**config.mk**
```make
export PLATFORM = sky130hd
export DESIGN_NAME = plate_crop_region_calculator_top
export DESIGN_NICKNAME = d
export VERILOG_FILES = /design/src/design/plcrop_pkg.sv /design/src/design/plate_crop_region_calculator_top.sv /design/src/design/plcrop_ceil_div.sv
export SDC_FILE = /design/constraint.sdc
export NUM_CORES = 2
export LEC_CHECK = 0
export ABC_AREA = 0
export BUFFER_PORTS_ARGS = -buffer_cell sky130_fd_sc_hd__buf_2
export CORE_ASPECT_RATIO = 0.6
export CORE_MARGIN = 1
export CORE_UTILIZATION = 57
export CTS_CLUSTER_DIAMETER = 40
export DETAILED_ROUTE_END_ITERATION = 7
export PLACE_DENSITY = 0.81
export SYNTH_ARGS = -nofsm -noshare
export SYNTH_HDL_FRONTEND = slang
export SYNTH_SLANG_ARGS = --single-unit
```
**constraint.sdc**
```tcl
create_clock -name clk -period 247.2 [get_ports clk]
set_input_delay 49.44 -clock clk [delete_from_list [all_inputs] [get_ports clk]]
set_output_delay 49.44 -clock clk [all_outputs]
set_load 0.02 [all_outputs]
```
**src/design/plcrop_pkg.sv**
```systemverilog
`timescale 1ns / 1ps
// Shared constants for the plate crop region calculator.
// No dependencies; used by plate_crop_region_calculator_top and its testbench.

package plcrop_pkg;

	// Field and port widths.
	localparam int IN_W        = 18;
	localparam int REG_W       = 14;
	localparam int OUT_W       = 14;
	localparam int CFG_ADDR_W  = 3;
	localparam int IN_TDATA_W  = 72;
	localparam int OUT_TDATA_W = 88;

	// Defaults for the top-level parameters.
	localparam int FRAC_BITS_DEF = 4;
	localparam int MAX_DIM_DEF   = 8192;

	// Configuration register indexes.
	localparam logic [CFG_ADDR_W-1:0] REG_FRAME_WIDTH    = 3'd0;
	localparam logic [CFG_ADDR_W-1:0] REG_FRAME_HEIGHT   = 3'd1;
	localparam logic [CFG_ADDR_W-1:0] REG_MIN_BOX_WIDTH  = 3'd2;
	localparam logic [CFG_ADDR_W-1:0] REG_MIN_BOX_HEIGHT = 3'd3;
	localparam logic [CFG_ADDR_W-1:0] REG_DEST_WIDTH     = 3'd4;
	localparam logic [CFG_ADDR_W-1:0] REG_DEST_HEIGHT    = 3'd5;

	// Register reset values.
	localparam logic [REG_W-1:0] RST_FRAME_WIDTH    = 14'd1920;
	localparam logic [REG_W-1:0] RST_FRAME_HEIGHT   = 14'd1080;
	localparam logic [REG_W-1:0] RST_MIN_BOX_WIDTH  = 14'd16;
	localparam logic [REG_W-1:0] RST_MIN_BOX_HEIGHT = 14'd8;
	localparam logic [REG_W-1:0] RST_DEST_WIDTH     = 14'd160;
	localparam logic [REG_W-1:0] RST_DEST_HEIGHT    = 14'd48;

	// Reciprocals for the padding divisions. floor(v * R >> S) equals floor(v / d)
	// as long as v times the rounding excess stays below 2**S, which holds for
	// every value up to 65536.
	localparam int              RECIP_W       = 17;
	localparam logic [RECIP_W-1:0] RECIP12    = 17'd87382;
	localparam int              RECIP12_SHIFT = 20;
	localparam logic [RECIP_W-1:0] RECIP5     = 17'd52429;
	localparam int              RECIP5_SHIFT  = 18;

	// Smallest padding on each side.
	localparam int PAD_MIN = 2;

endpackage

```
**src/design/plate_crop_region_calculator_top.sv**
```systemverilog
`timescale 1ns / 1ps
// Top level of the plate crop region calculator: config registers, crop pipeline, output word.
// Depends on plcrop_pkg and plcrop_ceil_div.
//
//   channel   direction  handshake                       content
//   s_axis    in         s_axis_tvalid / s_axis_tready   one detection box per word
//   m_axis    out        m_axis_tvalid / m_axis_tready   one crop result per word
//   cfg       in         cfg_wr_en                       register write, no read-back
//
// A box passes six stages of rounding, alignment and padding, then one setup stage
// and one stage per quotient bit of the aspect divider, then the output register.
// One word is accepted every cycle while the output side takes words.
// The whole pipeline holds when a result waits in the output register; no word is lost.
// Reset clears the valid bits and loads the register defaults; no clearing pass is needed.

module plate_crop_region_calculator_top #(
	parameter int FRAC_BITS = plcrop_pkg::FRAC_BITS_DEF,
	parameter int MAX_DIM   = plcrop_pkg::MAX_DIM_DEF
) (
	input  logic                               clk,
	input  logic                               arst_n,
	// box_left, box_top, box_right, box_bottom
	input  logic [plcrop_pkg::IN_TDATA_W-1:0]  s_axis_tdata,
	input  logic                               s_axis_tvalid,
	output logic                               s_axis_tready,
	// src_x, src_y, src_width, src_height, out_width, out_height, zero fill
	output logic [plcrop_pkg::OUT_TDATA_W-1:0] m_axis_tdata,
	// accepted
	output logic                               m_axis_tuser,
	output logic                               m_axis_tvalid,
	input  logic                               m_axis_tready,
	input  logic                               cfg_wr_en,
	input  logic [plcrop_pkg::CFG_ADDR_W-1:0]  cfg_addr,
	input  logic [plcrop_pkg::REG_W-1:0]       cfg_wdata
);

	localparam int IN_W  = plcrop_pkg::IN_W;
	localparam int REG_W = plcrop_pkg::REG_W;
	localparam int OUT_W = plcrop_pkg::OUT_W;
	localparam int DW    = $clog2(MAX_DIM + 1);
	localparam int QW    = DW + 1;
	localparam int SATW  = (REG_W > DW) ? REG_W : DW;
	localparam int RW    = IN_W - FRAC_BITS;
	localparam int CMPW  = (RW > DW) ? RW : DW;
	localparam int IW1   = IN_W + 1;
	localparam int PW    = DW + plcrop_pkg::RECIP_W;
	localparam int SIDE_W = 4 * DW + 1;
	localparam logic [IN_W:0] HALF = IW1'((1 << FRAC_BITS) >> 1);
	localparam logic [DW-1:0] PADMIN = DW'(plcrop_pkg::PAD_MIN);

	// ---------------------------------------------------------------- registers
	logic [REG_W-1:0] frame_width_q, frame_height_q, min_box_width_q, min_box_height_q;
	logic [REG_W-1:0] dest_width_q, dest_height_q;

	always_ff @(posedge clk or negedge arst_n) begin
		if (!arst_n) begin
			frame_width_q    <= plcrop_pkg::RST_FRAME_WIDTH;
			frame_height_q   <= plcrop_pkg::RST_FRAME_HEIGHT;
			min_box_width_q  <= plcrop_pkg::RST_MIN_BOX_WIDTH;
			min_box_height_q <= plcrop_pkg::RST_MIN_BOX_HEIGHT;
			dest_width_q     <= plcrop_pkg::RST_DEST_WIDTH;
			dest_height_q    <= plcrop_pkg::RST_DEST_HEIGHT;
		end else if (cfg_wr_en) begin
			unique case (cfg_addr)
				plcrop_pkg::REG_FRAME_WIDTH:    frame_width_q    <= cfg_wdata;
				plcrop_pkg::REG_FRAME_HEIGHT:   frame_height_q   <= cfg_wdata;
				plcrop_pkg::REG_MIN_BOX_WIDTH:  min_box_width_q  <= cfg_wdata;
				plcrop_pkg::REG_MIN_BOX_HEIGHT: min_box_height_q <= cfg_wdata;
				plcrop_pkg::REG_DEST_WIDTH:     dest_width_q     <= cfg_wdata;
				plcrop_pkg::REG_DEST_HEIGHT:    dest_height_q    <= cfg_wdata;
				default: ;
			endcase
		end
	end

	function automatic logic [DW-1:0] sat_dim(input logic [REG_W-1:0] v);
		if (SATW'(v) > SATW'(MAX_DIM)) begin
			return DW'(MAX_DIM);
		end
		return DW'(v);
	endfunction

	// Round half up, then clamp into [0, dim-1]; a zero dimension gives 0.
	function automatic logic [DW-1:0] corner(input logic [IN_W-1:0] v,
			input logic [DW-1:0] dim);
		logic [IN_W:0] sum;
		logic [RW-1:0] r;
		sum = {v[IN_W-1], v} + HALF;
		r   = sum[IN_W-1:FRAC_BITS];
		if (sum[IN_W] || (dim == '0)) begin
			return '0;
		end
		if (CMPW'(r) >= CMPW'(dim)) begin
			return dim - DW'(1);
		end
		return DW'(r);
	endfunction

	// min(dim, even_floor(v + 1))
	function automatic logic [DW-1:0] align_up(input logic [DW-1:0] v,
			input logic [DW-1:0] dim);
		logic [DW:0] t;
		t = {1'b0, v} + (DW+1)'(1);
		t[0] = 1'b0;
		if (t > {1'b0, dim}) begin
			return dim;
		end
		return t[DW-1:0];
	endfunction

	// max(1, b - a)
	function automatic logic [DW-1:0] span(input logic [DW-1:0] a, input logic [DW-1:0] b);
		logic [DW:0] d;
		d = {1'b0, b} - {1'b0, a};
		if (d[DW] || (d == '0)) begin
			return DW'(1);
		end
		return d[DW-1:0];
	endfunction

	logic [DW-1:0] fw, fh, minw, minh, dw_sat, dh;

	assign fw     = sat_dim(frame_width_q);
	assign fh     = sat_dim(frame_height_q);
	assign minw   = sat_dim(min_box_width_q);
	assign minh   = sat_dim(min_box_height_q);
	assign dw_sat = sat_dim(dest_width_q);
	assign dh     = sat_dim(dest_height_q);

	// ---------------------------------------------------------------- flow control
	logic en;
	logic out_valid_q;

	assign en            = !out_valid_q || m_axis_tready;
	assign s_axis_tready = en;

	// ---------------------------------------------------------------- stage 1: corners
	logic [IN_W-1:0] in_left, in_top, in_right, in_bottom;
	logic [DW-1:0]   c_left, c_top, c_right, c_bottom;
	logic            v_s1;
	logic [DW-1:0]   x1_s1, y1_s1, x2_s1, y2_s1;

	assign in_left   = s_axis_tdata[0*IN_W +: IN_W];
	assign in_top    = s_axis_tdata[1*IN_W +: IN_W];
	assign in_right  = s_axis_tdata[2*IN_W +: IN_W];
	assign in_bottom = s_axis_tdata[3*IN_W +: IN_W];

	assign c_left   = corner(in_left, fw);
	assign c_top    = corner(in_top, fh);
	assign c_right  = corner(in_right, fw);
	assign c_bottom = corner(in_bottom, fh);

	always_ff @(posedge clk) begin
		if (en) begin
			x1_s1 <= {c_left[DW-1:1], 1'b0};
			y1_s1 <= {c_top[DW-1:1], 1'b0};
			x2_s1 <= align_up(c_right, fw);
			y2_s1 <= align_up(c_bottom, fh);
		end
	end

	// ---------------------------------------------------------------- stage 2: box size
	logic          v_s2;
	logic [DW-1:0] x1_s2, y1_s2, x2_s2, y2_s2, w_s2, h_s2;

	always_ff @(posedge clk) begin
		if (en) begin
			x1_s2 <= x1_s1;
			y1_s2 <= y1_s1;
			x2_s2 <= x2_s1;
			y2_s2 <= y2_s1;
			w_s2  <= span(x1_s1, x2_s1);
			h_s2  <= span(y1_s1, y2_s1);
		end
	end

	// ---------------------------------------------------------------- stage 3: w/12, h/5
	logic          v_s3;
	logic [DW-1:0] x1_s3, y1_s3, x2_s3, y2_s3;
	logic [PW-1:0] pwp_s3, php_s3;

	always_ff @(posedge clk) begin
		if (en) begin
			x1_s3  <= x1_s2;
			y1_s3  <= y1_s2;
			x2_s3  <= x2_s2;
			y2_s3  <= y2_s2;
			pwp_s3 <= w_s2 * plcrop_pkg::RECIP12;
			php_s3 <= h_s2 * plcrop_pkg::RECIP5;
		end
	end

	// ---------------------------------------------------------------- stage 4: pad and align
	logic [DW-1:0] qx, qy, px, py;
	logic [DW-1:0] x1p, y1p, x2t, y2t;
	logic [DW:0]   x2sum, y2sum;
	logic          v_s4;
	logic [DW-1:0] x1_s4, y1_s4, x2_s4, y2_s4;

	assign qx = DW'(pwp_s3 >> plcrop_pkg::RECIP12_SHIFT);
	assign qy = DW'(php_s3 >> plcrop_pkg::RECIP5_SHIFT);
	assign px = (qx < PADMIN) ? PADMIN : qx;
	assign py = (qy < PADMIN) ? PADMIN : qy;

	assign x1p   = (x1_s3 > px) ? (x1_s3 - px) : '0;
	assign y1p   = (y1_s3 > py) ? (y1_s3 - py) : '0;
	assign x2sum = {1'b0, x2_s3} + {1'b0, px};
	assign y2sum = {1'b0, y2_s3} + {1'b0, py};
	assign x2t   = (x2sum > {1'b0, fw}) ? fw : x2sum[DW-1:0];
	assign y2t   = (y2sum > {1'b0, fh}) ? fh : y2sum[DW-1:0];

	always_ff @(posedge clk) begin
		if (en) begin
			x1_s4 <= {x1p[DW-1:1], 1'b0};
			y1_s4 <= {y1p[DW-1:1], 1'b0};
			x2_s4 <= align_up(x2t, fw);
			y2_s4 <= align_up(y2t, fh);
		end
	end

	// ---------------------------------------------------------------- stage 5: crop size, limit
	logic [DW:0]   cw, ch;
	logic          v_s5, acc_s5;
	logic [DW-1:0] x1_s5, y1_s5, cw_s5, ch_s5;

	assign cw = {1'b0, x2_s4} - {1'b0, x1_s4};
	assign ch = {1'b0, y2_s4} - {1'b0, y1_s4};

	always_ff @(posedge clk) begin
		if (en) begin
			acc_s5 <= !(($signed(cw) < $signed({1'b0, minw})) ||
				($signed(ch) < $signed({1'b0, minh})));
			x1_s5  <= x1_s4;
			y1_s5  <= y1_s4;
			cw_s5  <= cw[DW-1:0];
			ch_s5  <= ch[DW-1:0];
		end
	end

	// ---------------------------------------------------------------- stage 6: aspect product
	logic            v_s6, acc_s6;
	logic [DW-1:0]   x1_s6, y1_s6, cw_s6, ch_s6, den_s6;
	logic [2*DW-1:0] num_s6;

	always_ff @(posedge clk) begin
		if (en) begin
			acc_s6 <= acc_s5;
			x1_s6  <= x1_s5;
			y1_s6  <= y1_s5;
			cw_s6  <= cw_s5;
			ch_s6  <= ch_s5;
			num_s6 <= dh * cw_s5;
			den_s6 <= (ch_s5 == '0) ? DW'(1) : ch_s5;
		end
	end

	// Valid bits of the front stages.
	always_ff @(posedge clk or negedge arst_n) begin
		if (!arst_n) begin
			v_s1 <= 1'b0;
			v_s2 <= 1'b0;
			v_s3 <= 1'b0;
			v_s4 <= 1'b0;
			v_s5 <= 1'b0;
			v_s6 <= 1'b0;
		end else if (en) begin
			v_s1 <= s_axis_tvalid;
			v_s2 <= v_s1;
			v_s3 <= v_s2;
			v_s4 <= v_s3;
			v_s5 <= v_s4;
			v_s6 <= v_s5;
		end
	end

	// ---------------------------------------------------------------- aspect divider
	logic              div_valid;
	logic [QW-1:0]     div_q;
	logic [SIDE_W-1:0] div_side;
	logic              acc_d;
	logic [DW-1:0]     x1_d, y1_d, cw_d, ch_d;

	plcrop_ceil_div #(
		.MAX_DIM (MAX_DIM),
		.SIDE_W  (SIDE_W)
	) u_div (
		.clk       (clk),
		.arst_n    (arst_n),
		.en        (en),
		.in_valid  (v_s6),
		.num       (num_s6),
		.den       (den_s6),
		.side_in   ({acc_s6, x1_s6, y1_s6, cw_s6, ch_s6}),
		.out_valid (div_valid),
		.q         (div_q),
		.side_out  (div_side)
	);

	assign {acc_d, x1_d, y1_d, cw_d, ch_d} = div_side;

	// ---------------------------------------------------------------- output register
	logic [QW-1:0] q_even, q_lim, sw;

	assign q_even = {div_q[QW-1:1], 1'b0};
	assign q_lim  = (q_even < {1'b0, dw_sat}) ? q_even : {1'b0, dw_sat};
	assign sw     = (q_lim < QW'(plcrop_pkg::PAD_MIN)) ? QW'(plcrop_pkg::PAD_MIN) : q_lim;

	logic             acc_q;
	logic [OUT_W-1:0] src_x_q, src_y_q, src_width_q, src_height_q, out_width_q, out_height_q;

	always_ff @(posedge clk or negedge arst_n) begin
		if (!arst_n) begin
			out_valid_q <= 1'b0;
		end else if (en) begin
			out_valid_q <= div_valid;
		end
	end

	// A rejected crop reports zeros in every field.
	always_ff @(posedge clk) begin
		if (en) begin
			acc_q        <= acc_d;
			src_x_q      <= acc_d ? OUT_W'(x1_d) : '0;
			src_y_q      <= acc_d ? OUT_W'(y1_d) : '0;
			src_width_q  <= acc_d ? OUT_W'(cw_d) : '0;
			src_height_q <= acc_d ? OUT_W'(ch_d) : '0;
			out_width_q  <= acc_d ? OUT_W'(sw) : '0;
			out_height_q <= acc_d ? OUT_W'(dh) : '0;
		end
	end

	assign m_axis_tvalid = out_valid_q;
	assign m_axis_tuser  = acc_q;
	assign m_axis_tdata  = {
		(plcrop_pkg::OUT_TDATA_W - 6 * OUT_W)'(0),
		out_height_q, out_width_q, src_height_q, src_width_q, src_y_q, src_x_q
	};

`ifndef NO_ASSERTIONS
	a_rejected_zero: assert property (@(posedge clk) disable iff (!arst_n)
		(out_valid_q && !acc_q) |-> (m_axis_tdata == '0))
		else $error("rejected crop carries nonzero fields");

	a_width_floor: assert property (@(posedge clk) disable iff (!arst_n)
		(out_valid_q && acc_q) |-> (out_width_q >= OUT_W'(plcrop_pkg::PAD_MIN)))
		else $error("accepted crop has output width below the floor");

	a_width_even: assert property (@(posedge clk) disable iff (!arst_n)
		(out_valid_q && acc_q) |-> ((out_width_q[0] == 1'b0) ||
			(out_width_q == OUT_W'(dw_sat))))
		else $error("odd output width that is not the destination width");

	a_stall_holds: assert property (@(posedge clk) disable iff (!arst_n)
		!en |=> ($stable(v_s1) && $stable(v_s6) && $stable(div_valid)))
		else $error("pipeline moved during an output stall");
`endif

endmodule

```
**src/design/plcrop_ceil_div.sv**
```systemverilog
`timescale 1ns / 1ps
// Pipelined ceiling divider, one quotient bit per stage, result capped at 2*MAX_DIM.
// Depends on nothing but its parameters; instantiated by plate_crop_region_calculator_top.

module plcrop_ceil_div #(
	parameter int MAX_DIM = 8192,
	parameter int SIDE_W  = 1
) (
	input  logic                           clk,
	input  logic                           arst_n,
	input  logic                           en,
	input  logic                           in_valid,
	input  logic [2*$clog2(MAX_DIM+1)-1:0] num,
	input  logic [$clog2(MAX_DIM+1)-1:0]   den,
	input  logic [SIDE_W-1:0]              side_in,
	output logic                           out_valid,
	output logic [$clog2(MAX_DIM+1):0]     q,
	output logic [SIDE_W-1:0]              side_out
);

	localparam int DW = $clog2(MAX_DIM + 1);
	localparam int QW = DW + 1;
	localparam int NW = 2 * DW + 1;
	localparam logic [QW-1:0] QMAX = QW'(2 * MAX_DIM);

	logic [NW-1:0] numc;
	logic [DW-1:0] hi;

	logic              v_s    [QW+1];
	logic [DW-1:0]     rem_s  [QW+1];
	logic [QW-1:0]     lo_s   [QW+1];
	logic [QW-1:0]     quo_s  [QW+1];
	logic [DW-1:0]     den_s  [QW+1];
	logic              ovf_s  [QW+1];
	logic [SIDE_W-1:0] side_s [QW+1];

	// Ceiling division is floor division of num + den - 1. The upper bits of that
	// sum give the starting remainder; if they already reach den the quotient
	// would not fit in QW bits and is capped anyway.
	assign numc = {1'b0, num} + NW'(den) - NW'(1);
	assign hi   = numc[NW-1:QW];

	always_ff @(posedge clk or negedge arst_n) begin
		if (!arst_n) begin
			v_s[0] <= 1'b0;
		end else if (en) begin
			v_s[0] <= in_valid;
		end
	end

	always_ff @(posedge clk) begin
		if (en) begin
			rem_s[0]  <= hi;
			lo_s[0]   <= numc[QW-1:0];
			quo_s[0]  <= '0;
			den_s[0]  <= den;
			ovf_s[0]  <= (hi >= den);
			side_s[0] <= side_in;
		end
	end

	for (genvar k = 0; k < QW; k++) begin : g_step
		logic [DW:0] trial;
		logic        ge;

		assign trial = {rem_s[k], lo_s[k][QW-1]};
		assign ge    = (trial >= {1'b0, den_s[k]});

		always_ff @(posedge clk or negedge arst_n) begin
			if (!arst_n) begin
				v_s[k+1] <= 1'b0;
			end else if (en) begin
				v_s[k+1] <= v_s[k];
			end
		end

		always_ff @(posedge clk) begin
			if (en) begin
				rem_s[k+1]  <= ge ? DW'(trial - {1'b0, den_s[k]}) : trial[DW-1:0];
				lo_s[k+1]   <= lo_s[k] << 1;
				quo_s[k+1]  <= {quo_s[k][QW-2:0], ge};
				den_s[k+1]  <= den_s[k];
				ovf_s[k+1]  <= ovf_s[k];
				side_s[k+1] <= side_s[k];
			end
		end
	end

	assign out_valid = v_s[QW];
	assign q         = (ovf_s[QW] || (quo_s[QW] > QMAX)) ? QMAX : quo_s[QW];
	assign side_out  = side_s[QW];

endmodule

```
==> flow_metrics.tcl <==
set metrics [dict create \
    status "finished with violations" \
    failed_checks "design-rule violations" \
    fillCellCount 13100 \
    drt_first_pass_iters 8 \
    grt_pass1_vias 62600 \
    avgRoutedWirePerCell_um 22.0 \
    yosys_warnings 0 \
    setup_viol 0 \
    grt_start_max_net_pins 197 \
    finalSetupTns_ps 0 \
    rr_worst_depth 35 \
    cp_top_family "simple AND/OR/NAND/NOR gates" \
    synth-edff-count 2058 \
    crit_arrival_ps 50200 \
    grt_pass1_wl_um 363000 \
    yosys_register_bits 2165 \
    io_pins 185 \
    yosys.area.top_type "edfxtp_1" \
    die_h_um 338 \
    regArea_mm2 0.0645 \
    clockRootBuffer "clkbuf_16" \
    max-cap-violations 0 \
    crit_type "primary input to output port" \
    area_growth_pct 9.72 \
    tritoncts "built" \
    viasPerCell 5.90 \
    cts_buffers 205 \
    gp_congestion 0.983 \
    max_stage_delay_ps 400 \
    synthTopCellsByCount "edfxtp_1, inv_1, ha_1" \
    crit_required_ps 197760 \
    path_buf_inv 2 \
    rsz0062_at_grt "no" \
    crit_fanout 15 \
    postRouteAntennaNets 0 \
    synth_cell_types 97 \
    crit_start "m_axis_tready" \
    r2r_start "php_s3[29]$_DFFE_PP_" \
    drv_slew 0 \
    post_cts_resized 0 \
    cts_buffer_depth 4 \
    clock_insertion_delay_worst_skew_ps 880 \
    worst-path-stages 3 \
    synth_async_sr_flop_share_pct 4.94 \
    clock-sinks 2165 \
    cp_slowest_cell "nand2b_4" \
    r2r-end "y2_s4[2]$_DFFE_PP_" \
    grt_usage_pct 25.0 \
    coreArea_mm2 0.186 \
    nets 9453 \
    reg2reg_slack_ps 237970 \
    fin_crit_ps 99640 \
    drt_wl_total_um 239000 \
    finalHoldViolCount 0 \
    h-tree-depth 4 \
    relSlewSlack_pct 10.8 \
    startpoint_type "primary input" \
    clk_pin_slew_ps 70 \
    endpoint_kind "output port" \
    crit_end "s_axis_tready" \
    skew_ps 80.6 \
    fp-row-count 122 \
    yosysSeqAreaShare_pct 60.1 \
    synth_most_common_cell "edfxtp_1" \
    avgSynthCellArea_um2 13.5 \
    synth_flop_cell "edfxtp_1" \
    netlist_area_mm2 0.107 \
    initial_core_util_pct 57.8 \
    dieArea_mm2 0.190 \
    multi_input_area_mm2 0.0389 \
    path_cells "buf_2 > nand2b_4 > buf_2" \
    hpwl_um 170000 \
    crit_path_frequent_cell "buf_2" \
    hold_path_class "flip-flop to flip-flop" \
    die_w_um 562 \
    cts_setup_buffers 0 \
    fin_crit_sh_pct 40.3 \
    drc 1 \
    synth_area_leaders "edfxtp_1, ha_1, fa_1" \
    drtIter0Drc 7275 \
    overflow 0 \
    synth_cells 7967 \
    drive_gt1_share_pct 9.94 \
    portBuffers 166 \
    antenna_found_initial 16 \
    max_freq_mhz 10.0 \
    worst_slew_pin_slew_ps 1330 \
    cts_hold_buf 0 \
    synth_top_area_share_pct 57.6 \
    vias 64300 \
]
[sequential cells by signal, summed over array words and instances (netlist names), 15 cells and up]
name	flops
u_div.side_s	880
u_div.den_s	210
u_div.rem_s	210
u_div.lo_s	120
u_div.quo_s	120
num_s6	28
u_div.ovf_s	16
u_div.v_s	15
[cell families (layout without fill, tap and decap cells)]
logic type	Yosys count	count (layout)	share of synthesized area, %
other cells	1	11	0.00350
flops	2165	2165	60.1
compound gates	1236	1236	7.26
mux	264	264	2.74
fa+ha+maj	1114	1114	14.9
simple gates	1776	1776	8.27
buf+inv	1044	1475	3.69
xor+xnor	367	367	3.00
[worst min path at each step]
stage / start / depth (start not counted) / to
2_1_floorplan: acc_s5$_DFFE_PP_ / 0 / acc_s6$_DFFE_PP_
4_1_cts: u_div.side_s[0][23]$_DFFE_PP_ / 0 / u_div.side_s[1][23]$_DFFE_PP_
5_1_grt: u_div.side_s[0][23]$_DFFE_PP_ / 0 / u_div.side_s[1][23]$_DFFE_PP_
6_report: u_div.side_s[1][21]$_DFFE_PP_ / 0 / u_div.side_s[2][21]$_DFFE_PP_
3_3_place_gp: u_div.side_s[10][54]$_DFFE_PP_ / 0 / u_div.side_s[11][54]$_DFFE_PP_
3_5_place_dp: u_div.lo_s[0][4]$_DFFE_PP_ / 0 / u_div.lo_s[0][20]$_DFFE_PP_
[stage by stage]
stage	hold WS, ps	utilization (%)	area (um2)	setup WS (ps)	cells
finish	388	63.4	118000	147560	10900
global route	384	63.4	118000	147500	10900
CTS	379	63.4	118000	147570	10900
detailed placement	405	59.9	111000	147580	10500
global placement	400	59.9	111000	147580	10500
floorplan	400	-	107000	92410	7972
[routing by layer]
layer  share of wire (%)  wire length (um)  global-route usage, %  up-vias
met5               0.014                34                      0        -
met4                 2.1              4940                   5.41        6
met3                  11             25300                   6.19      422
met2                  42            101000                   36.2     3072
met1                  45            108000                   38.1    31500
li1                    -                 -                      -    29300
[worst reg2reg max path, delay by kind of cell, from the launching register on]
family	cells	cell delay, ps
simple gates	8	1540
compound gates	16	4230
fa+ha+maj	5	1360
xor+xnor	1	180
flops	1	500
mux	2	680
buf+inv	3	440
[cell type report]
type,count,area share [%]
tap,2480,2.64
timing repair buffer,245,1.23
multi-input combinational,4763,33.0
antenna,5,0.0106
inverter,865,2.76
clock buffer,259,4.69
sequential,2165,54.8
clock inverter,106,0.841
[layout by cell type (no fill, tap or decap), types with 36 or more instances in the layout]
master / count
a211oi_1: 38
a21o_1: 130
a21oi_1: 396
and2_1: 197
and3_1: 36
buf_2: 165
buf_4: 78
clkbuf_1: 41
clkbuf_16: 210
dfrtp_1: 93
edfxtp_1: 2058
fa_1: 274
ha_1: 840
inv_1: 861
mux2_2: 208
mux2i_1: 46
nand2_1: 404
nand2b_1: 65
nand3_1: 154
nand4_1: 90
nor2_1: 426
nor2b_1: 108
nor3_1: 104
nor4_1: 53
o21a_1: 78
o21ai_0: 279
o21bai_1: 40
or3_1: 40
xnor2_1: 240
xor2_1: 126
Power is not shown: default switching activity piles up to over one toggle a cycle in this logic, so the estimate is an artifact.
